File: src/design/vtg_pkg.sv
// shared types, constants and helpers for the virtual time generator
package vtg_pkg;

	localparam int MAX_BLOCK_LENGTH = 4096;
	localparam int CNT_W = $clog2(MAX_BLOCK_LENGTH);

	localparam logic signed [23:0] RATE_MAX = 24'sh7FFFFF;
	localparam logic signed [23:0] RATE_MIN = -24'sh800000;
	localparam logic signed [23:0] RATE_ONE = 24'sh010000;
	localparam logic signed [47:0] T48_MIN = 48'sh800000000000;
	localparam logic signed [47:0] T48_MAX = 48'sh7FFFFFFFFFFF;

	// divider numerator width: 49-bit magnitude plus up to 24 fraction bits
	localparam int DIV_N_W = 73;
	localparam int DIV_D_W = 48;

	// configuration register indexes
	localparam logic [2:0] REG_SAMPLE_PERIOD = 3'd0;
	localparam logic [2:0] REG_MIN_TIME = 3'd1;
	localparam logic [2:0] REG_MAX_TIME = 3'd2;
	localparam logic [2:0] REG_APPROACH_SLEW = 3'd3;
	localparam logic [2:0] REG_MAX_SPEED = 3'd4;
	localparam logic [2:0] REG_MIN_SPEED = 3'd5;
	localparam logic [2:0] REG_BLOCK_LENGTH = 3'd6;

	// operations
	localparam logic [2:0] OP_TICK = 3'd0;
	localparam logic [2:0] OP_RATE_TICK = 3'd1;
	localparam logic [2:0] OP_POS_TICK = 3'd2;
	localparam logic [2:0] OP_SET_RATE = 3'd3;
	localparam logic [2:0] OP_SET_POS = 3'd4;
	localparam logic [2:0] OP_APPROACH = 3'd5;
	localparam logic [2:0] OP_TARGET = 3'd6;
	localparam logic [2:0] OP_GOTO = 3'd7;

	// status codes
	localparam logic [1:0] ST_OK = 2'd0;
	localparam logic [1:0] ST_LIMITS = 2'd1;
	localparam logic [1:0] ST_DURATION = 2'd2;

	// controller to datapath commands
	typedef struct packed {
		logic load;       // capture input word and run the first step
		logic div_start;  // launch divider
		logic div_run;    // one divider iteration
		logic finish;     // apply division result / check, present word
	} vtg_cmd_t;

	// datapath to controller status
	typedef struct packed {
		logic need_div;   // the operation needs a division
		logic div_done;   // division result is ready
	} vtg_stat_t;

endpackage

File: src/design/vtg_divider.sv
// iterative signed divider, one quotient bit per cycle while step is high, saturated to Q8.16
module vtg_divider (
	input  logic clk,
	input  logic arst_n,
	input  logic start,
	input  logic step,
	input  logic signed [49:0] num,
	input  logic [4:0] frac,
	input  logic signed [47:0] den,
	output logic done,
	output logic signed [23:0] quot
);
	import vtg_pkg::*;

	localparam int CW = $clog2(DIV_N_W + 1);

	logic [DIV_N_W-1:0] n_q;
	logic [DIV_D_W:0] r_q;
	logic [DIV_D_W-1:0] d_q;
	logic [DIV_N_W-1:0] qb_q;
	logic [CW-1:0] cnt_q;
	logic neg_q, sign_q, zero_q, dzero_q, busy_q;
	logic [DIV_D_W:0] r_sh, r_sub;
	logic [48:0] nmag;

	assign nmag = num[49] ? 49'(-num) : 49'(num);
	assign r_sh = {r_q[DIV_D_W-1:0], n_q[DIV_N_W-1]};
	assign r_sub = r_sh - {1'b0, d_q};

	// shift-subtract loop over numerator bits
	always_ff @(posedge clk or negedge arst_n) begin
		if (!arst_n) begin
			busy_q <= 1'b0;
			cnt_q <= '0;
		end else if (start) begin
			busy_q <= 1'b1;
			cnt_q <= CW'(DIV_N_W);
		end else if (step && busy_q) begin
			cnt_q <= cnt_q - 1'b1;
			if (cnt_q == CW'(1)) busy_q <= 1'b0;
		end
	end

	always_ff @(posedge clk) begin
		if (start) begin
			n_q <= DIV_N_W'({nmag, 24'd0} >> (5'd24 - frac));
			r_q <= '0;
			qb_q <= '0;
			d_q <= den[47] ? 48'(-den) : 48'(den);
			neg_q <= num[49] ^ den[47];
			sign_q <= num[49];
			zero_q <= (num == '0);
			dzero_q <= (den == '0);
		end else if (step && busy_q) begin
			n_q <= {n_q[DIV_N_W-2:0], 1'b0};
			if (!r_sub[DIV_D_W]) begin
				r_q <= r_sub;
				qb_q <= {qb_q[DIV_N_W-2:0], 1'b1};
			end else begin
				r_q <= r_sh;
				qb_q <= {qb_q[DIV_N_W-2:0], 1'b0};
			end
		end
	end

	assign done = !busy_q;

	// saturate magnitude and apply sign
	always_comb begin
		if (zero_q) quot = '0;
		else if (dzero_q) quot = sign_q ? RATE_MIN : RATE_MAX;
		else if (qb_q > DIV_N_W'(24'h800000)) quot = neg_q ? RATE_MIN : RATE_MAX;
		else if (neg_q) quot = 24'(-$signed({1'b0, qb_q[23:0]}));
		else if (qb_q[23]) quot = RATE_MAX;
		else quot = $signed(qb_q[23:0]);
	end
endmodule

File: src/design/vtg_datapath.sv
// datapath: time state, tick arithmetic, constraint logic and output word
module vtg_datapath (
	input  logic clk,
	input  logic arst_n,
	input  vtg_pkg::vtg_cmd_t cmd,
	output vtg_pkg::vtg_stat_t stat,
	input  logic cfg_we,
	input  logic [2:0] cfg_index,
	input  logic [47:0] cfg_data,
	input  logic [2:0] operation,
	input  logic signed [23:0] rate_value,
	input  logic signed [47:0] position_value,
	input  logic signed [31:0] duration,
	output logic signed [47:0] time_out,
	output logic [1:0] status,
	output logic target_flag,
	output logic hurry_flag,
	output logic signed [23:0] rate_out
);
	import vtg_pkg::*;

	logic [31:0] period_q;
	logic signed [47:0] min_time_q, max_time_q;
	logic [23:0] slew_q;
	logic signed [23:0] max_speed_q, min_speed_q;
	logic [12:0] blen_q;

	logic signed [47:0] vtime_q, target_q, left_q;
	logic signed [23:0] rate_q, user_q;
	logic active_q, hurry_q;
	logic [CNT_W-1:0] bcnt_q;
	logic [2:0] op_q;
	logic check_q, goto_q;
	logic signed [47:0] pos_q;

	logic signed [23:0] tick_rate;
	logic signed [56:0] prod;
	logic signed [48:0] step_d, vsum;
	logic signed [47:0] vnext, pclip;
	logic signed [48:0] tl_diff;
	logic signed [47:0] tl_next;
	logic [13:0] blen_eff;
	logic bend;
	logic pv_out;
	logic signed [49:0] div_num;
	logic [4:0] div_frac;
	logic signed [47:0] div_den;
	logic signed [23:0] quot;
	logic div_done;

	// configuration registers
	always_ff @(posedge clk or negedge arst_n) begin
		if (!arst_n) begin
			period_q <= 32'd89478;
			min_time_q <= T48_MIN;
			max_time_q <= T48_MAX;
			slew_q <= 24'd838861;
			max_speed_q <= 24'sd131072;
			min_speed_q <= 24'sd32768;
			blen_q <= 13'd64;
		end else if (cfg_we) begin
			unique case (cfg_index)
				REG_SAMPLE_PERIOD: period_q <= cfg_data[31:0];
				REG_MIN_TIME: min_time_q <= cfg_data;
				REG_MAX_TIME: max_time_q <= cfg_data;
				REG_APPROACH_SLEW: slew_q <= cfg_data[23:0];
				REG_MAX_SPEED: max_speed_q <= cfg_data[23:0];
				REG_MIN_SPEED: min_speed_q <= cfg_data[23:0];
				REG_BLOCK_LENGTH: blen_q <= cfg_data[12:0];
				default: ;
			endcase
		end
	end

	// tick arithmetic
	assign tick_rate = (operation == OP_RATE_TICK) ? rate_value : rate_q;
	assign prod = $signed({1'b0, period_q}) * tick_rate + 57'sd8388608;
	assign step_d = 49'(prod >>> 24);
	assign vsum = 49'(vtime_q) + step_d;

	function automatic logic signed [47:0] clip(input logic signed [48:0] v,
			input logic signed [47:0] lo, input logic signed [47:0] hi);
		if (v < 49'(lo)) return lo;
		else if (v > 49'(hi)) return hi;
		else return 48'(v);
	endfunction

	assign vnext = clip(vsum, min_time_q, max_time_q);
	assign pclip = clip(49'(position_value), min_time_q, max_time_q);
	assign tl_diff = 49'(left_q) - 49'($signed({1'b0, period_q}));
	assign tl_next = (tl_diff < 49'(T48_MIN)) ? T48_MIN : 48'(tl_diff);
	assign blen_eff = (blen_q == '0) ? 14'd1 :
		(14'(blen_q) > 14'(MAX_BLOCK_LENGTH)) ? 14'(MAX_BLOCK_LENGTH) : 14'(blen_q);
	assign bend = (14'(bcnt_q) + 14'd1) >= blen_eff;

	// divider operands come from registered state
	always_comb begin
		div_num = 50'(target_q) - 50'(vtime_q);
		div_frac = 5'd24;
		div_den = left_q;
		if (op_q == OP_APPROACH) begin
			div_num = 50'(pos_q) - 50'(vtime_q) + 50'($signed({1'b0, slew_q}));
			div_frac = 5'd16;
			div_den = 48'($signed({1'b0, slew_q}));
		end else if (goto_q) begin
			div_frac = 5'd8;
			div_den = 48'(left_q >>> 16);
		end
	end

	vtg_divider u_div (
		.clk(clk), .arst_n(arst_n), .start(cmd.div_start), .step(cmd.div_run),
		.num(div_num), .frac(div_frac), .den(div_den), .done(div_done), .quot(quot)
	);

	assign stat.need_div = check_q;
	assign stat.div_done = div_done;

	// state update
	always_ff @(posedge clk or negedge arst_n) begin
		if (!arst_n) begin
			vtime_q <= '0;
			rate_q <= RATE_ONE;
			user_q <= RATE_ONE;
			active_q <= 1'b0;
			hurry_q <= 1'b0;
			left_q <= '0;
			target_q <= '0;
			bcnt_q <= '0;
			op_q <= OP_TICK;
			check_q <= 1'b0;
			goto_q <= 1'b0;
			status <= ST_OK;
			pv_out <= 1'b0;
		end else if (cmd.load) begin
			op_q <= operation;
			check_q <= 1'b0;
			goto_q <= 1'b0;
			status <= ST_OK;
			pv_out <= 1'b0;
			unique case (operation)
				OP_TICK: begin
					vtime_q <= vnext;
					bcnt_q <= bend ? '0 : bcnt_q + 1'b1;
					if (active_q) begin
						left_q <= tl_next;
						if (tl_next <= 0) begin
							active_q <= 1'b0;
							hurry_q <= 1'b0;
							rate_q <= user_q;
						end else begin
							check_q <= bend;
						end
					end
				end
				OP_RATE_TICK: begin
					vtime_q <= vnext;
					bcnt_q <= bend ? '0 : bcnt_q + 1'b1;
					check_q <= bend && active_q;
				end
				OP_POS_TICK: begin
					bcnt_q <= bend ? '0 : bcnt_q + 1'b1;
					target_q <= target_q;
					pv_out <= 1'b1;
				end
				OP_SET_RATE: begin
					user_q <= rate_value;
					if (!(active_q && hurry_q)) rate_q <= rate_value;
				end
				OP_SET_POS: begin
					vtime_q <= pclip;
					check_q <= active_q;
				end
				OP_APPROACH: begin
					// numerator built from the stored position sample
					check_q <= 1'b1;
				end
				OP_TARGET: begin
					if (position_value < min_time_q || position_value > max_time_q) begin
						status <= ST_LIMITS;
					end else begin
						active_q <= 1'b1;
						target_q <= position_value;
						left_q <= 48'(duration) <<< 16;
						check_q <= 1'b1;
					end
				end
				OP_GOTO: begin
					if (duration <= 0) begin
						status <= ST_DURATION;
					end else if (position_value < min_time_q ||
							position_value > max_time_q) begin
						status <= ST_LIMITS;
					end else begin
						active_q <= 1'b1;
						hurry_q <= 1'b1;
						target_q <= position_value;
						left_q <= 48'(duration) <<< 16;
						check_q <= 1'b1;
						goto_q <= 1'b1;
					end
				end
				default: ;
			endcase
		end else if (cmd.finish && check_q) begin
			if (op_q == OP_APPROACH || goto_q) begin
				rate_q <= quot;
			end else if (quot <= min_speed_q || quot >= max_speed_q) begin
				rate_q <= quot;
				hurry_q <= 1'b1;
			end else begin
				hurry_q <= 1'b0;
			end
		end
	end

	// approach needs the position sample as numerator; keep it aside
	always_ff @(posedge clk) begin
		if (cmd.load) pos_q <= (operation == OP_POS_TICK) ? pclip : position_value;
	end

	assign time_out = pv_out ? pos_q : vtime_q;
	assign target_flag = active_q;
	assign hurry_flag = hurry_q;
	assign rate_out = rate_q;
endmodule

File: src/design/vtg_controller.sv
// controller: sequences load, division and result hand-off
module vtg_controller (
	input  logic clk,
	input  logic arst_n,
	input  logic in_fire,
	input  logic out_fire,
	input  vtg_pkg::vtg_stat_t stat,
	output vtg_pkg::vtg_cmd_t cmd,
	output logic in_ready,
	output logic out_valid
);
	import vtg_pkg::*;

	typedef enum logic [4:0] {
		S_IDLE  = 5'b00001,
		S_DECIDE = 5'b00010,
		S_DIV   = 5'b00100,
		S_FIN   = 5'b01000,
		S_OUT   = 5'b10000
	} state_t;

	state_t state_q, state_d;

	// next state
	always_comb begin
		state_d = state_q;
		unique case (state_q)
			S_IDLE: if (in_fire) state_d = S_DECIDE;
			S_DECIDE: state_d = stat.need_div ? S_DIV : S_OUT;
			S_DIV: if (stat.div_done) state_d = S_FIN;
			S_FIN: state_d = S_OUT;
			S_OUT: if (out_fire) state_d = S_IDLE;
			default: state_d = S_IDLE;
		endcase
	end

	always_ff @(posedge clk or negedge arst_n) begin
		if (!arst_n) state_q <= S_IDLE;
		else state_q <= state_d;
	end

	assign cmd.load = in_fire;
	assign cmd.div_start = (state_q == S_DECIDE) && stat.need_div;
	assign cmd.div_run = (state_q == S_DIV);
	assign cmd.finish = (state_q == S_FIN);
	assign in_ready = (state_q == S_IDLE);
	assign out_valid = (state_q == S_OUT);
endmodule

File: src/design/virtual_time_generator_top.sv
// Virtual time generator: one result word per input word.
// Words that divide run 73 iterations of the shift-subtract divider before the result.
// One word at a time: a new word is accepted only once the last result has been taken.
// Reset: asynchronous, active low; state and registers to their defaults.
module virtual_time_generator_top (
	input  logic clk,
	input  logic arst_n,
	input  logic in_valid,
	output logic in_ready,
	input  logic [2:0] operation,
	input  logic signed [23:0] rate_value,
	input  logic signed [47:0] position_value,
	input  logic signed [31:0] duration,
	output logic out_valid,
	input  logic out_ready,
	output logic signed [47:0] time_out,
	output logic [1:0] status,
	output logic target_flag,
	output logic hurry_flag,
	output logic signed [23:0] rate_out,
	input  logic cfg_we,
	input  logic [2:0] cfg_index,
	input  logic [47:0] cfg_data
);
	import vtg_pkg::*;

	vtg_cmd_t cmd;
	vtg_stat_t stat;
	logic in_fire, out_fire;

	assign in_fire = in_valid && in_ready;
	assign out_fire = out_valid && out_ready;

	// sequencing
	vtg_controller u_ctrl (
		.clk(clk), .arst_n(arst_n), .in_fire(in_fire), .out_fire(out_fire),
		.stat(stat), .cmd(cmd), .in_ready(in_ready), .out_valid(out_valid)
	);

	// arithmetic and state
	vtg_datapath u_dp (
		.clk(clk), .arst_n(arst_n), .cmd(cmd), .stat(stat),
		.cfg_we(cfg_we), .cfg_index(cfg_index), .cfg_data(cfg_data),
		.operation(operation), .rate_value(rate_value),
		.position_value(position_value), .duration(duration),
		.time_out(time_out), .status(status), .target_flag(target_flag),
		.hurry_flag(hurry_flag), .rate_out(rate_out)
	);

`ifndef NO_ASSERTIONS
	a_excl: assert property (@(posedge clk) disable iff (!arst_n)
		!(in_ready && out_valid)) else $error("ready and valid together");
	a_held: assert property (@(posedge clk) disable iff (!arst_n)
		out_valid && !out_ready |=> out_valid) else $error("word dropped");
	a_after: assert property (@(posedge clk) disable iff (!arst_n)
		in_fire |=> !in_ready) else $error("second word taken");
`endif
endmodule

File: config.mk
export PLATFORM = sky130hd
export DESIGN_NAME = virtual_time_generator_top
export DESIGN_NICKNAME = d
export VERILOG_FILES = /design/src/design/vtg_pkg.sv /design/src/design/vtg_divider.sv /design/src/design/vtg_datapath.sv /design/src/design/vtg_controller.sv /design/src/design/virtual_time_generator_top.sv
export SDC_FILE = /design/constraint.sdc
export NUM_CORES = 2
export LEC_CHECK = 0
export ABC_AREA = 1
export BUFFER_PORTS_ARGS = -buffer_cell sky130_fd_sc_hd__buf_2
export CAP_MARGIN = 30
export CORE_MARGIN = 5
export CORE_UTILIZATION = 55
export DETAILED_ROUTE_END_ITERATION = 8
export PLACE_DENSITY = 0.72
export SYNTH_ARGS = -nofsm -noshare
export SYNTH_HDL_FRONTEND = slang
export SYNTH_HIERARCHICAL = 1
export SYNTH_SLANG_ARGS = --single-unit
File: constraint.sdc
create_clock -name clk -period 19.78 [get_ports clk]
set_input_delay 2.967 -clock clk [delete_from_list [all_inputs] [get_ports clk]]
set_output_delay 2.967 -clock clk [all_outputs]
set_load 0.05 [all_outputs]
==> results by stage <==
Place:
- In this run, placement finished with an instance count of roughly 15k.
- Detailed placement ended at an HPWL of about 280,000 µm.
- The last weighted congestion value of the routability-driven placer is around 1.1.
- The total of buffers placed on input and output ports is 240.

Worst hold path:
- The path class of the tightest hold or removal check is reg2reg.
- The path with the worst hold slack has its endpoint at u_dp/u_div/qb_q[72]$_SDFFE_PP0P_.
- The origin of the worst min-delay path is u_dp/u_div/qb_q[72]$_SDFFE_PP0P_.
- The number of instances on the worst hold path is 2.

Synthesis:
- The share of synthesized cell area in full adder, half adder and majority cells is 0.258.
- The number of instances in the synthesized netlist is 12.6k.
- The synthesized netlist contains 77 unique library cells.
- The count of flip-flops with a built-in enable after synthesis is about 170.
- The average instance area after synthesis is around 7.0 µm².
- The portion of the post-synthesis area used by sequential elements is 0.212.
- Of the total synthesized cell area, the portion taken by XOR and XNOR cells is 0.0226.
- After synthesis, the share of cell area in mux cells is 0.00403.
- The mapped netlist covers ~88,000 µm².
- The flip-flop and latch count after synthesis is between 700 and 800.
- For this run, the number of Yosys warnings is 6.
- The area fraction in compound gates after synthesis is 0.133.
- By area, the combinational part of the netlist is dominated by adder cells.
- The post-synthesis async set-or-reset flop share is 0.599.
- Of the total synthesized cell area, the portion taken by AND, OR, NAND and NOR gates is 0.256.
- In the synthesized netlist the dominant register cell turns out to be sky130_fd_sc_hd__dfrtp_1.

STA:
- The normalized max-slew margin is 0.208.
- At the pin with the least slew margin, the transition time is 1180 ps.
- The max-slew violation count is 0.
- The routed design could run at a clock period as short as between 15,000 and 20,000 ps.
- The setup TNS after final layout is 0 ps.
- Setup repair after global routing left no endpoint under its margin.
- Based on the critical path, the design can be clocked at up to about 59 MHz.
- The total setup violations reported at the end of the flow is 0.
- The clock skew is about 34 ps.
- The count of final hold-check violations came to 0.
- The fraction of the cycle the final worst path needs is 0.857.

Clock tree:
- The number of buffers inserted by hold repair at cts is 0.
- The deepest level of the CTS H-tree is 3.
- The number of resized instances in the post-cts repair step is 0.
- The clock edge transition at the registers on the reported setup and hold paths is around 60 ps.
- The post-CTS setup buffer count is 0.
- The number of buffers on the longest clock path is 3.
- The clock drives 734 sinks.
- The clock reaches the later pin of the worst-skew pair after 750 ps.
- The clock tree root driver cell is sky130_fd_sc_hd__clkbuf_16.
- Counting the buffers created by CTS gives 90.
- The clock tree from TritonCTS is built.

Critical path:
- Data on the critical path arrives at its endpoint at ~18,000 ps.
- The endpoint identified for the worst register-to-register timing path is u_dp/vtime_q[3]$_DFFE_PN0P_.
- By startpoint and endpoint, the worst setup path is classified as in2reg.
- For flop-to-flop paths, the worst setup slack is approximately 5800 ps.
- The buffers plus inverters on the worst setup path is 13.
- The highest-delay cell along the critical path is sky130_fd_sc_hd__clkinv_1.
- The critical path's most frequent cell is sky130_fd_sc_hd__nand2_1.
- The critical-path maximum fanout is 43.
- At the worst endpoint, the required time is 20,400 ps.
- The startpoint identified for the worst register-to-register timing path is u_dp/rate_out[18]$_DFFE_PN0P_.
- The top cell family by delay on the critical path is adder cells.
- The nature of the critical path startpoint is an input port.
- Measured in cells, the most critical reg-to-reg path has a length of 52.
- On the worst path, the slowest cell contributes a delay of ~760 ps.
- The worst setup path is captured at a register.

Cells and area:
- The library cells used most frequently in the layout, excluding fill and tap cells, are 2,955 x sky130_fd_sc_hd__nand2_1, 2,149 x sky130_fd_sc_hd__inv_1, 1,144 x sky130_fd_sc_hd__nor2_1, 874 x sky130_fd_sc_hd__nand3_1, 821 x sky130_fd_sc_hd__o21ai_0.
- The most common cell after layout, fill and taps aside is sky130_fd_sc_hd__nand2_1.
- The fraction of layout instances using a drive strength above 1 is 0.0644.
- After the last flow step, the layout net total stands at 14.2k.
- The area growth from synthesis to layout is 7.34%.
- The non-filler instance count after layout is around 15k.

Floorplanning:
- The count of pins on the block boundary is roughly 240.
- The y dimension of the die is ~410 µm.
- The total die area is around 170,000 µm².
- The total core area is 160,000 µm².
- The initial core utilization is 0.552.
- The initialized floorplan defines about 150 standard-cell rows.
- The die extent in x is 411 µm.

Drt:
- In the final routed layout, each cell accounts on average for ~24 µm.
- After detailed routing, the total wire length is about 350,000 µm.
- The detailed route wirelength on metal2 is 144,000 µm.
- The total vias in the final route is 88.7k.
- In the routed design, unresolved DRC markers number 0.
- The first-pass iteration count of the detailed router is 8.
- Once detail routing completed, the nets flagged for antenna violations numbered 0.
- The met3 wire length is 46,700 µm.
- For this block, the initial DRC count from the detailed router was approximately 11k.
- Using the TritonRoute via totals, the vias-per-cell ratio works out to just under 6.
- The highest layer touched by signal routing is met5.
- The detailed router put a total of 142,000 µm of wire on met1.

Global route:
- For this run the aggregate overflow at the end of global routing stands at 0.
- In the global route stage, overall resource usage came out at 0.408.
- The maximum number of pins on one net before global-route repair is 97.
- The via count of the first global-routing pass is approximately 86k.
- The initial antenna violation count is 31.
- The first global-routing pass estimated 522,000 µm of wire.

Outcome:
- The run finished with clean final reports.

Run:
- Max-cap violations in this run came to 0.
-- worst reg2reg max path, delay by kind of cell, from the launching register on --
family	cells	cell delay [ps]
xor+xnor	1	380
fa+ha+maj	10	4790
simple gates	19	3290
compound gates	12	2600
buf+inv	10	2380
flops	1	450
-- metrics by stage --
stage / utilization / area [µm²] / setup WS (ps) / hold slack [ps]
floorplan: - / 88400 / 5860 / 429
global placement: 0.570 / 91300 / 2140 / 447
detailed placement: 0.572 / 91600 / 2740 / 461
CTS: 0.591 / 94600 / 3500 / 474
global route: 0.592 / 94800 / 2340 / 492
finish: 0.592 / 94900 / 2840 / 467
-- sequential cells by signal, indices dropped and copies added (netlist names), 24 cells and up --
name and cells:
u_dp/u_div/n_q 73, u_dp/u_div/qb_q 73, u_dp/left_q 48, u_dp/max_time_q 48
u_dp/min_time_q 48, u_dp/pos_q 48, u_dp/target_q 48, u_dp/u_div/d_q 48
u_dp/u_div/r_q 48, u_dp/vtime_q 48, u_dp/period_q 32, u_dp/max_speed_q 24
u_dp/min_speed_q 24, u_dp/rate_out 24, u_dp/slew_q 24, u_dp/user_q 24
-- worst max path at each step --
stage	startpoint	end	slack, ps	cells past startpoint
2_1_floorplan	operation[0]	u_dp/vtime_q[31]$_DFFE_PN0P_	5860	58
3_3_place_gp	operation[1]	u_dp/vtime_q[34]$_DFFE_PN0P_	2140	60
3_5_place_dp	operation[2]	u_dp/vtime_q[6]$_DFFE_PN0P_	2740	55
4_1_cts	operation[2]	u_dp/vtime_q[6]$_DFFE_PN0P_	3500	57
5_1_grt	operation[1]	u_dp/vtime_q[11]$_DFFE_PN0P_	2340	58
6_report	operation[1]	u_dp/vtime_q[3]$_DFFE_PN0P_	2840	57
-- final cells by class --
class	count	area (µm²)
Fill cell	15300	65300
Multi-Input combinational cell	9223	59700
Sequential cell	734	18700
Inverter	2186	8210
Tap cell	2160	2700
Clock buffer	119	2520
Timing Repair Buffer	383	2410
Clock inverter	49	512
Antenna cell	14	35.0
-- metal layers --
layer / vias up / global-route usage
met5: - / 0
met4: 30 / 0.195
met3: 1015 / 0.148
met2: 5116 / 0.586
met1: 42000 / 0.546
li1: 40500 / -
-- cells in the mapped netlist (10+ instances only) --
cell type | n | area (µm²)
sky130_fd_sc_hd__inv_1 | 2152 | 8080
sky130_fd_sc_hd__buf_2 | 32 | 160
sky130_fd_sc_hd__nand2_2 | 26 | 163
sky130_fd_sc_hd__buf_6 | 13 | 146
sky130_fd_sc_hd__o21ai_0 | 830 | 4150
sky130_fd_sc_hd__nand2_1 | 2966 | 11100
sky130_fd_sc_hd__o22ai_1 | 75 | 469
sky130_fd_sc_hd__mux2_2 | 29 | 327
sky130_fd_sc_hd__a31oi_1 | 108 | 676
sky130_fd_sc_hd__a22oi_1 | 11 | 82.6
sky130_fd_sc_hd__nor4_1 | 50 | 313
sky130_fd_sc_hd__o31ai_1 | 12 | 90.1
sky130_fd_sc_hd__o21bai_1 | 41 | 308
sky130_fd_sc_hd__xnor2_1 | 71 | 622
sky130_fd_sc_hd__xor2_1 | 157 | 1380
sky130_fd_sc_hd__a21boi_0 | 19 | 143
sky130_fd_sc_hd__a21o_1 | 32 | 240
sky130_fd_sc_hd__clkbuf_1 | 370 | 1390
sky130_fd_sc_hd__o2111ai_1 | 10 | 87.6
sky130_fd_sc_hd__dfrtp_1 | 366 | 9160
sky130_fd_sc_hd__or2_2 | 41 | 257
sky130_fd_sc_hd__a21oi_1 | 712 | 3560
sky130_fd_sc_hd__dfxtp_1 | 121 | 2420
sky130_fd_sc_hd__a211oi_1 | 14 | 105
sky130_fd_sc_hd__fa_1 | 685 | 13700
sky130_fd_sc_hd__buf_1 | 43 | 161
sky130_fd_sc_hd__nand3b_1 | 12 | 90.1
sky130_fd_sc_hd__nand3_1 | 875 | 4380
sky130_fd_sc_hd__nor2_1 | 1153 | 4330
sky130_fd_sc_hd__dfstp_2 | 74 | 1940
sky130_fd_sc_hd__clkinv_1 | 12 | 45.0
sky130_fd_sc_hd__inv_2 | 22 | 82.6
sky130_fd_sc_hd__nor2_2 | 13 | 81.3
sky130_fd_sc_hd__o21ai_1 | 74 | 370
sky130_fd_sc_hd__o221ai_1 | 24 | 210
sky130_fd_sc_hd__edfxtp_1 | 173 | 5190
sky130_fd_sc_hd__o21a_1 | 29 | 218
sky130_fd_sc_hd__o211ai_1 | 84 | 631
sky130_fd_sc_hd__ha_1 | 728 | 9110
sky130_fd_sc_hd__nor3_1 | 95 | 475
sky130_fd_sc_hd__nand4_1 | 146 | 913
-- logic make-up after synthesis --
| kind of cell | Yosys count |
|---|---|
| DFF | 734 |
| adders and majority gates | 1413 |
| xor gates and xnor gates | 228 |
| muxes | 32 |
| buffers and inverters | 2652 |
| and+or+nand+nor | 5426 |
| AOI/OAI and AO/OA | 2118 |
| other | 1 |
Power is left out: the tool's default activity adds up to more than one toggle a clock period on the data nets, which glitch-free logic cannot reach.
